File: config.mk
export PLATFORM = sky130hd
export DESIGN_NAME = lcw_queue
export DESIGN_NICKNAME = d
export VERILOG_FILES = /design/src/rtl/lcw_pkg.sv /design/src/rtl/lcw_queue.sv
export SDC_FILE = /design/constraint.sdc
export NUM_CORES = 1
export LEC_CHECK = 0
export BUFFER_PORTS_ARGS = -buffer_cell sky130_fd_sc_hd__buf_2
export CORE_ASPECT_RATIO = 1.25
export CORE_MARGIN = 5
export CORE_UTILIZATION = 25
export DETAILED_ROUTE_END_ITERATION = 16
export GPL_TIMING_DRIVEN = 0
export HOLD_SLACK_MARGIN = 0.08
export SLEW_MARGIN = 30
export SYNTH_ARGS = -nofsm -noshare
export SYNTH_HDL_FRONTEND = slang
export SYNTH_SLANG_ARGS = --single-unit
File: constraint.sdc
create_clock -name i_clk -period 2.39 [get_ports i_clk]
set_clock_uncertainty 0.1 [all_clocks]
set_input_delay 0.239 -clock i_clk [delete_from_list [all_inputs] [get_ports i_clk]]
set_output_delay 0.239 -clock i_clk [all_outputs]
set_load 0.01 [all_outputs]
File: src/rtl/lcw_pkg.sv
// Shared types and constants for the Format80 (LCW) decompressor.
package lcw_pkg;

    localparam int unsigned OUT_SIZE = 65536;
    localparam int unsigned HIST_AW  = 16;
    localparam int unsigned POS_W    = 17;
    localparam int unsigned Q_DEPTH  = 4;
    localparam int unsigned Q_AW     = 2;

    localparam logic [POS_W-1:0] OUT_SIZE_POS = POS_W'(OUT_SIZE);

    localparam logic [7:0] OP_TOP     = 8'h80;
    localparam logic [7:0] OP_CMASK   = 8'h3f;
    localparam logic [7:0] OP_LIT     = 8'h40;
    localparam logic [5:0] OP_FILL    = 6'h3e;
    localparam logic [7:0] OP_RELHI   = 8'h0f;

    localparam logic [2:0] ST_ABSORBED = 3'd0;
    localparam logic [2:0] ST_BYTE     = 3'd1;
    localparam logic [2:0] ST_END      = 3'd2;
    localparam logic [2:0] ST_WRONG    = 3'd3;
    localparam logic [2:0] ST_BAD      = 3'd4;

    typedef struct packed {
        logic       command;
        logic [7:0] data_byte;
    } t_in_req;

    typedef struct packed {
        logic [2:0]       status;
        logic [7:0]       out_byte;
        logic [POS_W-1:0] out_position;
        logic             expanding;
    } t_out_rsp;

    // One classified request handed from the front to the back.
    typedef struct packed {
        logic [2:0]         status;
        logic [7:0]         byte_val;
        logic [POS_W-1:0]   pos;
        logic               expanding;
        logic               is_copy;
        logic               wr;
        logic [HIST_AW-1:0] rd_addr;
    } t_job;

endpackage

File: src/rtl/lcw_queue.sv
// Short request queue between the front and the back.
module lcw_queue
    import lcw_pkg::*;
(
    input  logic i_clk,
    input  logic i_rst_n,
    input  logic i_push,
    input  t_job i_job,
    input  logic i_pop,
    output logic o_full,
    output logic o_valid,
    output t_job o_job
);

    t_job            r_mem [Q_DEPTH];
    logic [Q_AW-1:0] r_wr, r_rd;
    logic [Q_AW:0]   r_cnt;

    assign o_full  = (r_cnt == (Q_AW+1)'(Q_DEPTH));
    assign o_valid = (r_cnt != '0);
    assign o_job   = r_mem[r_rd];

    always_ff @(posedge i_clk) begin
        if (i_push) begin
            r_mem[r_wr] <= i_job;
        end
    end

    always_ff @(posedge i_clk) begin
        if (!i_rst_n) begin
            r_wr  <= '0;
            r_rd  <= '0;
            r_cnt <= '0;
        end else begin
            if (i_push) begin
                r_wr <= r_wr + Q_AW'(1);
            end
            if (i_pop) begin
                r_rd <= r_rd + Q_AW'(1);
            end
            r_cnt <= r_cnt + (Q_AW+1)'(i_push) - (Q_AW+1)'(i_pop);
        end
    end

endmodule

* After elaboration in Yosys (flattened, before gate mapping)
Memory sizes are Yosys's and may differ from the RTL's. A register that Yosys moved wholly into a read port is not among the register bits.
Cells that the tools add are included.
** Word-level totals
- Flip-flop bits (word level) :: 7
- RAM bits :: 188
- Bits of input ports :: 51
- Output and inout port bits :: 49
- Word-level logic and storage cells :: 14
- Memories kept :: 1
** Cells by class
- Add/sub/neg operators :: 4
- Equality and inequality tests :: 1
- Muxes and demuxes :: 4
- Reduce and logical (&&, ||, !) cells :: 1
** Memory list
- r_mem :: depth 4, width 47, read ports 1, clocked after memory_dff 1, write ports 1, RTL line lcw_queue.sv:15 : t_job r_mem [Q_DEPTH];
** Operators by type and width (number)
- adder 2 x 1 -> 2 bit (second input constant) :: 2
- two-way mux 2 bit :: 2
- adder 3 x 1 -> 3 bit :: 1
- equality test 3 bit (second input constant) :: 1
- nonzero test 3 bit :: 1
- subtractor 3 x 1 -> 3 bit :: 1
- two-way mux 1 bit :: 2

* Logic depth before layout (Yosys ltp)
- Depth in word-level cells :: 3
- Depth in mapped cells :: 7
- Gate-level depth less buffers :: 7

* Worst setup path before layout
OpenSTA, ideal clock, no wires.
- Path type :: reg-to-reg
- From :: reg r_wr[0]
- To :: mem r_mem[2][0] (netlist bit) (enable)
- Library setup time :: 0.409 ns
- Arrival time :: 1.667 ns
- Data required time :: 1.881 ns
- Setup slack :: 0.213 ns
- Cell stages (with the launch flop) :: 4
- Buffers on the path :: 0
- Clock period less this slack :: 2.177 ns
- Path through :: dfxtp_1 inv_1 ha_1 and2_1
** RTL lines
- start, declared :: RTL line lcw_queue.sv:16 : logic [Q_AW-1:0] r_wr, r_rd;
- start signal, assigned :: RTL line lcw_queue.sv:36 : r_wr <= r_wr + Q_AW'(1);
- end, declared :: RTL line lcw_queue.sv:15
Straight into the memory's write port.

==> results.md <==
* Number of global-route vias before repair at 4027
* Hold_ws at 0.4641 ns
* Post-DRT Antenna Nets at 0
* Max clock buf depth at 2
* Die W at 162.3 um
* Commonest non-fill, non-tap cells in the layout: edfxtp_1 (188), buf_2 (100), dlygate4sd3_1 (50)
* Worst stage delay on the critical path at 0.54 ns
* Unrepaired setup endpoints after global routing: no
* Power Total at 0.007710 W
* # DRC at 0
* DP Worst Slack at 0.4499 ns
* Final layout net count at 518
* Row cnt at 69
* Kind of critical path: register to output port
* Worst Setup Start Kind: register
* Critical Path End Type: output port
* Drt total wl at 14910 um
* Final hold violations at 0
* Syn nets at 346
* CP max FO at 10
* Initial antenna violation count at 1
* H-tree levels at 4
* Post-Synthesis Cells at 288
* Final min period at 2.233 ns
* DP HPWL at 9468 um
* Most common cell after layout, fill and taps aside: edfxtp_1
* Wire length per cell at 17.27 um
* Pin slew with the least headroom to its limit at 0.6958 ns
* Clk Latency, worst-skew pair at 0.42 ns
* Yosys warning count at 0
* CTS tree: built
* PwrDens at 817.8 nW/um^2
* Hold Path Class: register to register
* Total iterations of the first detailed-routing run at 4
* Die footprint at 32530 sq um
* Worst Slack Setup Final at 0.1573 ns
* VDD IR max at 407.9 uV
* Initial Utilization at 0.2537
* Finished Core Util at 0.3299
* ANT cells at 0
* Yosys cell types at 21
* Pleak at 3.191 nW
* Total track usage at 0.09566
* Clk root buf: clkbuf_16
* Share of cells above drive strength 1 at 0.4059
* Synth-to-Final Area Change at 30.03%
* Largest net degree at the start of global routing at 25
* Total of max-cap violations at 0
* Die Span Y at 200.4 um
* Via density at 3.962
* Fmax at 447.9 MHz
* # Post-CTS Setup Buffers at 0
* Initial DRC count at 161
* DR vias at 3419
* Port bufs at 99
* Cells along the critical path: buf_6, buf_12, mux4_2, buf_2
* Avg Inst Size Synth at 25.18 sq um
* CTS Buf Count at 17
* Clk slew on worst S/H paths at 0.07 ns
* Data required, critical path at 2.05 ns
* Final setup viols at 0
* Final slew viol count at 0
* Post-synthesis sequential area ratio at 0.8035
* Synth Cell Area at 7251 sq um
* CTS Sinks at 197
* Num ports at 100
* Final worst path period share at 0.9342
* Global-route wire length before repair at 23140 um
* GP Congestion at 0.6602
* CP arrival at 1.89 ns
* Global route overflow at 0
* Status: complete, no violations
* Slowest cell on crit path: mux4_2
* Slew Limit Headroom at 0.5361
* Register bit total from synthesis at 197
* Core area at 28580 sq um
==> flip-flops by register name, summed over array words and instances (netlist names), named ones only <==
register	cells
r_rd	2
r_wr	2
r_cnt	3
r_mem	188
==> timing repair <==
item / in CTS / in global routing
cloned: 0 / 0
endpoints found under the setup margin: 7 / 9
hold endpoints to repair: 197 / 0
hold buffers: 50 / 0
resized for setup: 2 / 1
==> routing by layer <==
metal  up-vias  part of all wire  track usage
met2        59              0.53       0.1675
met4         2             0.012      0.03022
met1      1793              0.42       0.1126
li1       1552                 -            -
met3        13             0.036      0.02796
met5         -           0.00047            0
==> worst paths after layout <==
| kind | to | start | slack [ns] | depth (start not counted) |
|---|---|---|---|---|
| worst max-delay path | o_job[39] | register | 0.16 | 4 |
| worst min-delay path | r_wr[1] | r_wr[1] | 0.46 | 2 |
| worst max register to register | r_cnt[2] | r_cnt[0] | 0.52 | 7 |
| worst min register to register | r_wr[1] | r_wr[1] | 0.46 | 2 |
==> worst max-delay path, delay by kind of cell, from the launching register on <==
kind	cells	cell delay [ns]
buffers and inverters	3	0.57
flip-flops	1	0.35
multiplexers	1	0.54
==> kinds of logic after synthesis <==
| family | after synthesis | synth area share |
|---|---|---|
| adders and majority gates | 7 | 0.01311 |
| muxes | 48 | 0.1474 |
| and+or+nand+nor | 14 | 0.01053 |
| buffers and inverters | 17 | 0.01777 |
| AOI/OAI and AO/OA | 2 | 0.002070 |
| DFF | 197 | 0.8035 |
| xor gates and xnor gates | 3 | 0.005695 |
==> Yosys cell counts <==
cell / instances / area share
xor3_1: 1 / 0.0033
edfxtp_1: 188 / 0.78
clkbuf_1: 1 / 0.00052
xnor2_1: 2 / 0.0024
buf_12: 3 / 0.0083
buf_4: 1 / 0.0010
mux4_2: 47 / 0.15
inv_1: 7 / 0.0036
and3_1: 1 / 0.00086
a21oi_1: 1 / 0.00069
buf_6: 1 / 0.0016
ha_1: 6 / 0.010
nor2_1: 5 / 0.0026
dfxtp_1: 9 / 0.025
mux2i_1: 1 / 0.0014
buf_2: 4 / 0.0028
or3_1: 1 / 0.00086
nand3b_1: 1 / 0.0010
and2_1: 6 / 0.0052
a21bo_2: 1 / 0.0014
fa_1: 1 / 0.0028
==> through the flow <==
stage / area [sq um] / cells / TNS, ns
3_5_place_dp: 8324 / 781 / 0
2_1_floorplan: 7251 / 288 / 0
3_3_place_gp: 8234 / 777 / -146.13
4_1_cts: 9425 / 863 / 0
5_1_grt: 9428 / 863 / 0
6_report: 9428 / 863 / 0
==> cell type report <==
cell class | count | area (sq um)
Buffer | 10 | 110.1
Clock buffer | 25 | 540.5
Clock inverter | 7 | 55.05
Fill cell | 2716 | 19150
Inverter | 7 | 26.28
Multi-Input combinational cell | 74 | 1306
Sequential cell | 197 | 5826
Tap cell | 390 | 488.0
Timing Repair Buffer | 153 | 1076
==> power breakdown <==
| group | switching, W | internal [W] | leakage, nW |
|---|---|---|---|
| registers | 0.0000457 | 0.00396 | 1.80 |
| logic | 0.000432 | 0.000445 | 1.10 |
| clock network | 0.00123 | 0.00160 | 0.293 |
No activity file was read; power rests on OpenSTA's default activity.
