==> src/rtl/lcw_pkg.sv <==
// Shared types and constants for the Format80 (LCW) decompressor.
package lcw_pkg;

    localparam int unsigned OUT_SIZE = 65536;
    localparam int unsigned HIST_AW  = 16;
    localparam int unsigned POS_W    = 17;
    localparam int unsigned Q_DEPTH  = 4;
    localparam int unsigned Q_AW     = 2;

    localparam logic [POS_W-1:0] OUT_SIZE_POS = POS_W'(OUT_SIZE);

    localparam logic [7:0] OP_TOP     = 8'h80;
    localparam logic [7:0] OP_CMASK   = 8'h3f;
    localparam logic [7:0] OP_LIT     = 8'h40;
    localparam logic [5:0] OP_FILL    = 6'h3e;
    localparam logic [7:0] OP_RELHI   = 8'h0f;

    localparam logic [2:0] ST_ABSORBED = 3'd0;
    localparam logic [2:0] ST_BYTE     = 3'd1;
    localparam logic [2:0] ST_END      = 3'd2;
    localparam logic [2:0] ST_WRONG    = 3'd3;
    localparam logic [2:0] ST_BAD      = 3'd4;

    typedef struct packed {
        logic       command;
        logic [7:0] data_byte;
    } t_in_req;

    typedef struct packed {
        logic [2:0]       status;
        logic [7:0]       out_byte;
        logic [POS_W-1:0] out_position;
        logic             expanding;
    } t_out_rsp;

    // One classified request handed from the front to the back.
    typedef struct packed {
        logic [2:0]         status;
        logic [7:0]         byte_val;
        logic [POS_W-1:0]   pos;
        logic               expanding;
        logic               is_copy;
        logic               wr;
        logic [HIST_AW-1:0] rd_addr;
    } t_job;

endpackage

==> src/rtl/lcw_front.sv <==
// Front: command parser and decoder state, one request per cycle while the queue has room.
module lcw_front
    import lcw_pkg::*;
(
    input  logic    i_clk,
    input  logic    i_rst_n,
    input  logic    i_accept,
    input  t_in_req i_req,
    output t_job    o_job
);

    typedef enum logic [14:0] {
        PH_OPCODE  = 15'b000000000000001,
        PH_REL_LO  = 15'b000000000000010,
        PH_LITERAL = 15'b000000000000100,
        PH_ABS_LO  = 15'b000000000001000,
        PH_ABS_HI  = 15'b000000000010000,
        PH_FILL_C0 = 15'b000000000100000,
        PH_FILL_C1 = 15'b000000001000000,
        PH_FILL_V  = 15'b000000010000000,
        PH_LONG_C0 = 15'b000000100000000,
        PH_LONG_C1 = 15'b000001000000000,
        PH_LONG_P0 = 15'b000010000000000,
        PH_LONG_P1 = 15'b000100000000000,
        PH_COPY    = 15'b001000000000000,
        PH_FILL    = 15'b010000000000000,
        PH_DONE    = 15'b100000000000000
    } t_phase;

    t_phase             r_phase, n_phase;
    logic [POS_W-1:0]   r_wp, n_wp;
    logic [15:0]        r_src, n_src;
    logic [15:0]        r_rem, n_rem;
    logic [7:0]         r_held, n_held;
    logic [7:0]         r_low, n_low;
    logic [7:0]         r_fill, n_fill;

    logic               start;
    logic [POS_W-1:0]   st_src;
    logic [15:0]        st_cnt;
    logic [11:0]        offset;
    logic [7:0]         b;

    always_comb begin
        n_phase = r_phase;
        n_wp    = r_wp;
        n_src   = r_src;
        n_rem   = r_rem;
        n_held  = r_held;
        n_low   = r_low;
        n_fill  = r_fill;
        start   = 1'b0;
        st_src  = '0;
        st_cnt  = '0;
        b       = i_req.data_byte;
        offset  = 12'({r_held & OP_RELHI, b});
        o_job   = '0;
        o_job.status  = ST_ABSORBED;
        o_job.pos     = r_wp;
        o_job.rd_addr = r_src;

        if (r_phase == PH_DONE) begin
            o_job.status = ST_END;
        end else if (r_phase == PH_COPY || r_phase == PH_FILL) begin
            if (!i_req.command) begin
                o_job.status = ST_WRONG;
            end else if (r_wp >= OUT_SIZE_POS) begin
                n_rem   = '0;
                n_phase = PH_OPCODE;
                o_job.status = ST_BAD;
            end else begin
                o_job.status   = ST_BYTE;
                o_job.wr       = 1'b1;
                o_job.is_copy  = (r_phase == PH_COPY);
                o_job.byte_val = r_fill;
                if (r_phase == PH_COPY) begin
                    n_src = r_src + 16'd1;
                end
                n_wp  = r_wp + POS_W'(1);
                n_rem = r_rem - 16'd1;
                if (n_rem == 16'd0) begin
                    n_phase = PH_OPCODE;
                end
            end
        end else if (i_req.command) begin
            o_job.status = ST_WRONG;
        end else begin
            case (r_phase)
                PH_REL_LO: begin
                    if (POS_W'(offset) > r_wp) begin
                        n_phase = PH_OPCODE;
                        n_rem   = '0;
                        o_job.status = ST_BAD;
                    end else begin
                        start  = 1'b1;
                        st_src = r_wp - POS_W'(offset);
                        st_cnt = 16'(r_held[6:4]) + 16'd3;
                    end
                end
                PH_LITERAL: begin
                    n_rem = r_rem - 16'd1;
                    if (n_rem == 16'd0) begin
                        n_phase = PH_OPCODE;
                    end
                    if (r_wp >= OUT_SIZE_POS) begin
                        o_job.status = ST_BAD;
                    end else begin
                        o_job.status   = ST_BYTE;
                        o_job.wr       = 1'b1;
                        o_job.byte_val = b;
                        n_wp = r_wp + POS_W'(1);
                    end
                end
                PH_ABS_LO: begin
                    n_low   = b;
                    n_phase = PH_ABS_HI;
                end
                PH_ABS_HI, PH_LONG_P1: begin
                    start  = 1'b1;
                    st_src = POS_W'({b, r_low});
                    st_cnt = r_rem;
                end
                PH_FILL_C0: begin
                    n_low   = b;
                    n_phase = PH_FILL_C1;
                end
                PH_FILL_C1: begin
                    n_rem   = {b, r_low};
                    n_phase = PH_FILL_V;
                end
                PH_FILL_V: begin
                    n_fill  = b;
                    n_phase = (r_rem != 16'd0) ? PH_FILL : PH_OPCODE;
                end
                PH_LONG_C0: begin
                    n_low   = b;
                    n_phase = PH_LONG_C1;
                end
                PH_LONG_C1: begin
                    n_rem   = {b, r_low};
                    n_phase = PH_LONG_P0;
                end
                PH_LONG_P0: begin
                    n_low   = b;
                    n_phase = PH_LONG_P1;
                end
                default: begin
                    n_held = b;
                    if ((b & OP_TOP) == 8'h00) begin
                        n_phase = PH_REL_LO;
                    end else if ((b & OP_LIT) == 8'h00) begin
                        n_rem = 16'(b & OP_CMASK);
                        if ((b & OP_CMASK) == 8'h00) begin
                            n_phase = PH_DONE;
                            o_job.status = ST_END;
                        end else begin
                            n_phase = PH_LITERAL;
                        end
                    end else if (b[5:0] < OP_FILL) begin
                        n_rem   = 16'(b & OP_CMASK) + 16'd3;
                        n_phase = PH_ABS_LO;
                    end else if (b[5:0] == OP_FILL) begin
                        n_phase = PH_FILL_C0;
                    end else begin
                        n_phase = PH_LONG_C0;
                    end
                end
            endcase

            if (start) begin
                n_phase = PH_OPCODE;
                n_rem   = '0;
                if (st_cnt == 16'd0) begin
                    o_job.status = ST_ABSORBED;
                end else if (st_src >= r_wp) begin
                    o_job.status = ST_BAD;
                end else begin
                    n_src   = st_src[15:0];
                    n_rem   = st_cnt;
                    n_phase = PH_COPY;
                end
            end
        end

        o_job.expanding = (n_phase == PH_COPY) || (n_phase == PH_FILL);
    end

    always_ff @(posedge i_clk) begin
        if (!i_rst_n) begin
            r_phase <= PH_OPCODE;
            r_wp    <= '0;
            r_src   <= '0;
            r_rem   <= '0;
            r_held  <= '0;
            r_low   <= '0;
            r_fill  <= '0;
        end else if (i_accept) begin
            r_phase <= n_phase;
            r_wp    <= n_wp;
            r_src   <= n_src;
            r_rem   <= n_rem;
            r_held  <= n_held;
            r_low   <= n_low;
            r_fill  <= n_fill;
        end
    end

endmodule

==> config.mk <==
export PLATFORM = sky130hd
export DESIGN_NAME = lcw_front
export DESIGN_NICKNAME = d
export VERILOG_FILES = /design/src/rtl/lcw_pkg.sv /design/src/rtl/lcw_front.sv
export SDC_FILE = /design/constraint.sdc
export NUM_CORES = 1
export LEC_CHECK = 0
export ABC_CLOCK_PERIOD_IN_PS = 11610
export BUFFER_PORTS_ARGS = -buffer_cell sky130_fd_sc_hd__buf_4
export CAP_MARGIN = 20
export CORE_ASPECT_RATIO = 1.4
export CORE_MARGIN = 4
export CORE_UTILIZATION = 30
export DETAILED_ROUTE_END_ITERATION = 10
export PLACE_DENSITY = 0.55
export SLEW_MARGIN = 20
export SYNTH_ARGS = -nofsm -noshare
export SYNTH_HDL_FRONTEND = slang
export SYNTH_SLANG_ARGS = --single-unit
==> constraint.sdc <==
create_clock -name i_clk -period 11.61 [get_ports i_clk]
set_input_delay 2.322 -clock i_clk [delete_from_list [all_inputs] [get_ports i_clk]]
set_output_delay 2.322 -clock i_clk [all_outputs]
set_load 0.1 [all_outputs]
# == Word-level counts from Yosys, hierarchy flattened ==
# Index checks and enable logic that the tools add are counted.
# word_totals
in_bits,12
latchBits,0
mem_bits_rw,0
wordCells,154
rom_bits,0
register_bits,87
output_inout_bits,47
mem_count,0
# op_classes
eq_ne,26
reduce_logical,23
addsub,6
n_shift,0
n_bitwise,4
muxes,84
n_div,0
mul,0
order_cmp,4
# op_table
op,n
2-to-1 mux 16 bit,22
2-to-1 mux 15 bit,11
2-to-1 mux 17 bit,9
one-hot mux 15 bit (10 select lines),1
one-hot mux 16 bit (4 select lines),1
2-to-1 mux 8 bit,6
one-hot mux 17 bit (2 select lines),1
zero test 16 bit,2
one-hot mux 16 bit (2 select lines),1
== test 15 x 13 -> 1 bit (second input constant),2
== test 15 x 14 -> 1 bit (second input constant),2
2-to-1 mux 13 bit,2
zero test 8 bit,3
2-to-1 mux 3 bit,8
AND reduction 5 bit,4
2-to-1 mux 9 bit,2
adder 17 x 1 -> 17 bit (second input constant),1
greater-or-equal comparator 17 bit,1
greater-or-equal comparator 17 bit (second input constant),1
> comparator 12 x 17 -> 1 bit,1
subtractor 17 x 12 -> 17 bit,1
adder 16 x 1 -> 16 bit (second input constant),1
nonzero test 16 bit,1
subtractor 16 x 1 -> 16 bit (second input constant),1
other kinds (39),62

# == Depth between registers and ports, before layout ==
# Gate-level depths: netlist of the first run.
# depth
word_depth,15
depth_mapped,24
depth_no_buf,23

# == Worst setup path after synthesis of the first run ==
# No wires, ideal clock.
# synth_timing
kind,input-to-output
start,input i_req[6] in the netlist's numbering
end,output o_job[18] in the netlist's numbering
setup_slack_ps,1516
required_ps,9288
path_stages,17
t_arrival_ps,7772
path_cell_list,clkbuf_1 -> clkinv_1 -> ha_1 -> or3_1 -> o31ai_1 -> a21o_1 -> clkbuf_1 -> o21ai_0 -> ha_1 -> a2111oi_0 -> o21a_1 -> o31ai_1 -> a21oi_1 -> and3_1 -> nand3b_1 -> nand3_1 -> nor4_2
# synth_lines
element,line,text
"start, declared",lcw_front.sv:8,"input t_in_req i_req,"
"end, declared",lcw_front.sv:9,output t_job o_job

==> impl_metrics.toml, run 1 <==
[run_status]
status = "finished, final reports clean"

[pwr]
pwr-share-clk = 0.381
total_leakage_power_nw = 3.10
irDropWorstVdd_mv = 0.0658
p_sw_frac = 0.341
p_per_area_nw_per_um2 = 99.2
p_comb_frac = 0.209
seq_power_share = 0.410
internal_power_w = 0.000508
net-switching-power_w = 0.000263

[clock_network]
ctsResizeCount = 0
clk_pin_slew_worst_paths_ns = 0.07
cts_made_buffers = 9
cts_tree = "built"
cts-root-buf = "clkbuf_16"
clkSinkCount = 87
htree_num_levels = 3
cts_max_path_buffers = 2
clk_latency_ns = 0.36
hold_buffers = 0
post_cts_buffers = 0

[timing]
hold_slack_ns = 0.491
finalMaxSlewViolations = 0
rsz0062_at_grt = "false"
finClkSkew_ns = 0.00999
hold_violations = 0
period_needed_ns = 9.68
worst_pin_slew_ns = 0.913
relSlewSlack = 0.387
setup_violations = 0
max_freq_mhz = 103
tns_ns = 0
final.period_utilization = 0.834

[grt]
first_global_vias = 6916
overflow = 0
met3_usage = 0.0331
grtUsageMet1 = 0.237
track_usage = 0.202
grt_use_met2 = 0.357
top_usage_layer = "met2"
grt_max_degree = 79
antenna_found_initial = 0
grt_pass1_wl_um = 40100

[floorplanning]
die_w_um = 136
fp-row-count = 65
ios = 59
initial_core_util = 0.304
fp.coreArea_um2 = 22500
die_h_um = 187
die_area_um2 = 25400

[synth]
yosysMostFrequentCell = "nor2_1"
synth-seq-cells = 87
synth_fp_nets = 998
synth_area_leaders = "dfxtp_1 (25%), nor2_1 (7.9%), ha_1 (7.3%)"
synth-main-ff-cell = "dfxtp_1"
synth-compound-area-share = 0.241
synth_top_family_by_area = "simple AND/OR/NAND/NOR gates"
yosysWarnings = 0
synth.area.mux_share = 0.0161
synth_simple_gate_area_frac = 0.290
syn_area_um2 = 6850
synth_enable_flop_cells = 0
synth_fa_ha_area_frac = 0.0760
synthCells = 945
netlist_top_cells_count = "nor2_1 (145), dfxtp_1 (87), nand2_1 (83)"
synthArstFlopShare = 0
yosysSeqAreaShare = 0.254
synth_top_area_cell = "dfxtp_1"
synth_top_area_frac = 0.254
ys_types = 78
avgSynthCellArea_um2 = 7.25
synth-xor-area-share = 0.0665

[cells_and_area]
area_delta_synth_final_pct = 13.3
final_nets = 1016
diodes = 0
fin_util = 0.345
drive_above_1_share = 0.110
final_area_um2 = 7770

[detailed_routing]
drcViolationCount = 0
drtAntennaViolNets = 0
wl_per_cell_um = 20.2
firstDrtPassIters = 5
drt_iter0_drc = 679
num_vias = 7149
routed_wl_um = 25700
vias_per_cell = 5.63

[place]
gp_congestion = 0.974
hpwl_um = 19300
io_buffers = 58
place_area_um2 = 7480

[flow_run]
cap_viol_max_count = 0

[hold_path]
hold_depth = 2
holdPathEnd = "r_fill[2]"
hp-class = "register to register"
min_from = "r_fill[2]"

[worst_setup_path]
worst-r2r-setup-slack_ns = 6.12
end_kind = "output pin"
cp_max_fo = 17
worstSetupPathType = "primary input to output pin"
crit_arrival_ns = 7.36
reg2reg_to = "r_src[14]"
reg2regPathDepth = 14
cp.required_ns = 9.29
crit_path_start_kind = "primary input"
timing.rr.start = "r_phase[13]"
worst max path at each step:
stage              from   endpoint  cells past startpoint
2_1_floorplan  i_req[6]  o_job[18]                     17
3_3_place_gp   i_req[6]  o_job[18]                     17
3_5_place_dp   i_req[6]  o_job[18]                     17
4_1_cts        i_req[6]  o_job[18]                     17
5_1_grt        i_req[6]  o_job[18]                     17
6_report       i_req[6]  o_job[18]                     17
flip-flops by register name, indices dropped and copies added (netlist names):
| register | cells |
|---|---|
| r_wp | 17 |
| r_rem | 16 |
| r_src | 16 |
| r_phase | 15 |
| r_fill | 8 |
| r_low | 8 |
| r_held | 7 |
placed cells by master, fill, tap and decap left out, drive strengths merged, types with 3 or more instances in the layout:
cell / count
nor2: 145
dfxtp: 87
nand2: 84
o21ai: 76
a21oi: 63
buf: 61
inv: 50
ha: 40
xnor2: 39
nand3: 30
nor3: 23
a22oi: 22
nand4: 20
and3: 18
nor4: 17
xor2: 13
a21o: 13
mux2i: 11
or3: 10
and2: 10
o22ai: 9
clkbuf: 9
a31oi: 8
o21a: 7
a211oi: 7
nor2b: 6
a22o: 6
o211ai: 6
nor3b: 6
o221ai: 6
nand2b: 5
nand4b: 5
and4: 5
o31ai: 4
o211a: 3
nor4b: 3
clkinv: 3
or4: 3
a31o: 3
cell families after synthesis:
family / Yosys count
buffers and inverters: 101
multiplexers: 11
AO/OA/AOI/OAI: 255
flip-flops: 87
AND/OR/NAND/NOR: 398
XOR/XNOR: 52
adder cells (fa/ha/maj): 41
routing by layer:
layer / part of all wire / routed length (um)
met1: 0.39 / 10100
met3: 0.053 / 1360
met4: 0.049 / 1260
met5: 0 / 0
met2: 0.51 / 13000
power by group through the flow:
stage | combinational [W] | sequential (W) | clock (W)
after CTS | 0.000159 | 0.000315 | 0.000303
final | 0.000161 | 0.000316 | 0.000294
after global routing | 0.000175 | 0.000317 | 0.000315
after global placement | 0.000159 | 0.000322 | 0
after floorplan | 0.000119 | 0.000319 | 0
after detailed placement | 0.000158 | 0.000322 | 0
area by class of cell:
class | instances | area, um2
Multi-Input combinational cell | 757 | 4730
Clock buffer | 9 | 225
Fill cell | 2496 | 14800
Clock inverter | 7 | 61.3
Inverter | 47 | 176
Tap cell | 301 | 377
Sequential cell | 87 | 1740
Timing Repair Buffer | 61 | 458
through the flow:
step / power, W / instances / setup WS (ns)
2_1_floorplan: 0.000438 / 945 / 1.52
3_3_place_gp: 0.000481 / 1253 / 2.09
3_5_place_dp: 0.000481 / 1253 / 2.05
4_1_cts: 0.000777 / 1269 / 2.04
5_1_grt: 0.000806 / 1269 / 1.69
6_report: 0.000771 / 1269 / 1.93
worst max-delay path, cell delays in order:
cell and delay, ns:
buf_4 0.16, clkinv_1 0.28, ha_1 0.35, or3_1 0.37, o31ai_1 0.46, a21o_1 0.57, o21ai_0 0.24, ha_1 0.35
a2111oi_0 0.43, o21a_1 0.19, o31ai_1 0.07, a21oi_1 0.41, and3_1 0.29, nand3b_1 0.17, nand3_1 0.10, nor4_2 0.24
buf_4 0.33
(Power assumes the default switching activity.)
==> inputs of run 2 (changes only) <==
--- a/config.mk
+++ b/config.mk
@@ -5,14 +5,14 @@
 export SDC_FILE = /design/constraint.sdc
 export NUM_CORES = 1
 export LEC_CHECK = 0
-export ABC_CLOCK_PERIOD_IN_PS = 11610
+export ABC_CLOCK_PERIOD_IN_PS = 8760
 export BUFFER_PORTS_ARGS = -buffer_cell sky130_fd_sc_hd__buf_4
 export CAP_MARGIN = 20
 export CORE_ASPECT_RATIO = 1.4
 export CORE_MARGIN = 4
 export CORE_UTILIZATION = 30
 export DETAILED_ROUTE_END_ITERATION = 10
-export PLACE_DENSITY = 0.55
+export PLACE_DENSITY = 0.56
 export SLEW_MARGIN = 20
 export SYNTH_ARGS = -nofsm -noshare
 export SYNTH_HDL_FRONTEND = slang
==> constraint.sdc (replaced) <==
create_clock -name i_clk -period 8.76 [get_ports i_clk]
set_input_delay 1.752 -clock i_clk [delete_from_list [all_inputs] [get_ports i_clk]]
set_output_delay 1.752 -clock i_clk [all_outputs]
set_load 0.1 [all_outputs]
==> impl_metrics.toml, run 2 (synthesized netlist as in run 1, its figures left out) <==
[timing]
worst_pin_slew_ns = 0.998
tns_ns = 0
setup_violations = 0
finalMaxSlewViolations = 0
hold_violations = 0
period_needed_ns = 8.24
relSlewSlack = 0.330
timing.final.ws_setup_ns = 0.521
rsz0062_at_grt = "false"
max_freq_mhz = 121
final.period_utilization = 0.941
finClkSkew_ns = 0.00892

[run_status]
status = "finished, final reports clean"

[cells_and_area]
final_common_cell = "nor2_1"
largestRegisters = "r_wp x17, r_rem x16, r_src x16"
largest_register = "r_wp"
largest_reg_flops = 17
drive_above_1_share = 0.112
area_delta_synth_final_pct = 14.5
diodes = 0
final_nets = 1019
multi_input_area_um2 = 4740
final_cell_mix = "nor2_1 (145), dfxtp_1 (87), nand2_1 (83)"
ff_latch_area_um2 = 1740
fillers = 2400

[hold_path]
hold_depth = 2
hp-class = "register to register"
min_from = "r_fill[2]"

[worst_setup_path]
cp.required_ns = 7.01
reg2regPathDepth = 21
cp_max_fo = 8
cpMostUsedCell = "buf_4"
crit_path_start_kind = "primary input"
crit_arrival_ns = 6.49
critical_path.endpoint = "o_job[18]"
cpLargestDelayFamily = "compound AO/OA/AOI/OAI gates"
critPathBufInv = 4
startpoint = "i_req[1]"
cpPeakStageDelay_ns = 0.51
worst-r2r-setup-slack_ns = 3.38
timing.rr.start = "r_wp[0]"
path_depth = 21
worstSetupPathType = "primary input to output pin"
crit_chain = "buf_4 > inv_1 > fa_1 > a21o_1 > a21o_1 > a21oi_1 > o21ai_0 > o41ai_1 > xnor2_1 > o22ai_1 > ha_1 > and2_1 > a221oi_1 > o2bb2ai_1 > a21oi_1 > buf_4 > and3_1 > nand3b_1 > nand3_1 > nor4_4 > buf_4"
reg2reg_to = "r_src[6]"
critPathSlowestCell = "fa_1"
end_kind = "output pin"

[clock_network]
cts_max_path_buffers = 2
post_cts_buffers = 0
hold_buffers = 0
htree_num_levels = 3
cts_made_buffers = 9
cts_tree = "built"
ctsResizeCount = 0
clkSinkCount = 87
clk_pin_slew_worst_paths_ns = 0.07
cts-root-buf = "clkbuf_16"
clk_latency_ns = 0.36

[detailed_routing]
num_vias = 7234
drcViolationCount = 0
routed_wl_um = 25500
drtAntennaViolNets = 0
firstDrtPassIters = 5
vias_per_cell = 5.69
wl_per_cell_um = 20.0
drt_iter0_drc = 677

[pwr]
total_leakage_power_nw = 3.14
totalPowerFinal_w = 0.00109
irDropWorstVdd_mv = 0.0985
p_per_area_nw_per_um2 = 139

[floorplanning]
die_w_um = 136
fp-row-count = 65
initial_core_util = 0.304
fp.coreArea_um2 = 22500
die_area_um2 = 25400
ios = 59
die_h_um = 187

[grt]
grt_pass1_wl_um = 40100
antenna_found_initial = 0
grt_max_degree = 75
track_usage = 0.201
overflow = 0
first_global_vias = 6957

[place]
gp_congestion = 0.980
place_ws_ns = 0.591
hpwl_um = 19100
io_buffers = 58

[flow_run]
cap_viol_max_count = 0
-- run 2: changes by cell type in the layout (fill, tap and decap cells not counted) --
cell,change
nor4_4,+1
buf_4,+3
clkinv_2,-1
nor4_2,-1
bufinv_16,+2
clkinvlp_4,-1
-- run 2: metrics by stage --
| step | hold WS, ns | instance area [um2] | cells | utilization |
|---|---|---|---|---|
| 6_report | 0.491 | 7850 | 1272 | 0.348 |
| 5_1_grt | 0.518 | 7850 | 1272 | 0.348 |
| 4_1_cts | 0.495 | 7850 | 1272 | 0.348 |
| 3_5_place_dp | 0.476 | 7510 | 1256 | 0.333 |
| 3_3_place_gp | 0.471 | 7510 | 1256 | 0.333 |
| 2_1_floorplan | 0.454 | 6860 | 945 | - |
-- run 2: final cells by class --
class                      count  area share
clock buffer                   9      0.0287
clock inverter                 7      0.0139
inverter                      47      0.0225
multi-input combinational    757       0.604
sequential                    87       0.222
tap                          301      0.0480
timing repair buffer          64      0.0612
-- run 2: layer usage --
metal  up-vias  wire length, um  GRT usage
met2       294            12900      0.354
met5         -                0          0
li1       3438                -          -
met1      3427            10100      0.234
met3        75             1410     0.0366
met4         0             1060     0.0884
-- run 2: power by group --
part | leakage (nW) | internal [W] | switching (W)
clock | 0.165 | 0.000258 | 0.000195
sequential | 0.704 | 0.000403 | 0.0000149
combinational | 2.27 | 0.0000723 | 0.000145
total | 3.14 | 0.000733 | 0.000355
-- run 2: worst min path at each step --
stage	slack (ns)	endpoint
after floorplan	0.45	r_fill[5]
after global placement	0.47	r_fill[3]
after detailed placement	0.48	r_fill[2]
after CTS	0.49	r_fill[2]
after global routing	0.52	r_fill[7]
final	0.49	r_fill[2]
-- run 2: worst reg2reg max path: cells and delay by family (launching register included) --
family / cells / cell delay [ns]
compound gates: 12 / 3.15
xor+xnor: 1 / 0.11
fa+ha+maj: 3 / 0.90
buf+inv: 3 / 0.38
flops: 1 / 0.44
simple gates: 2 / 0.31
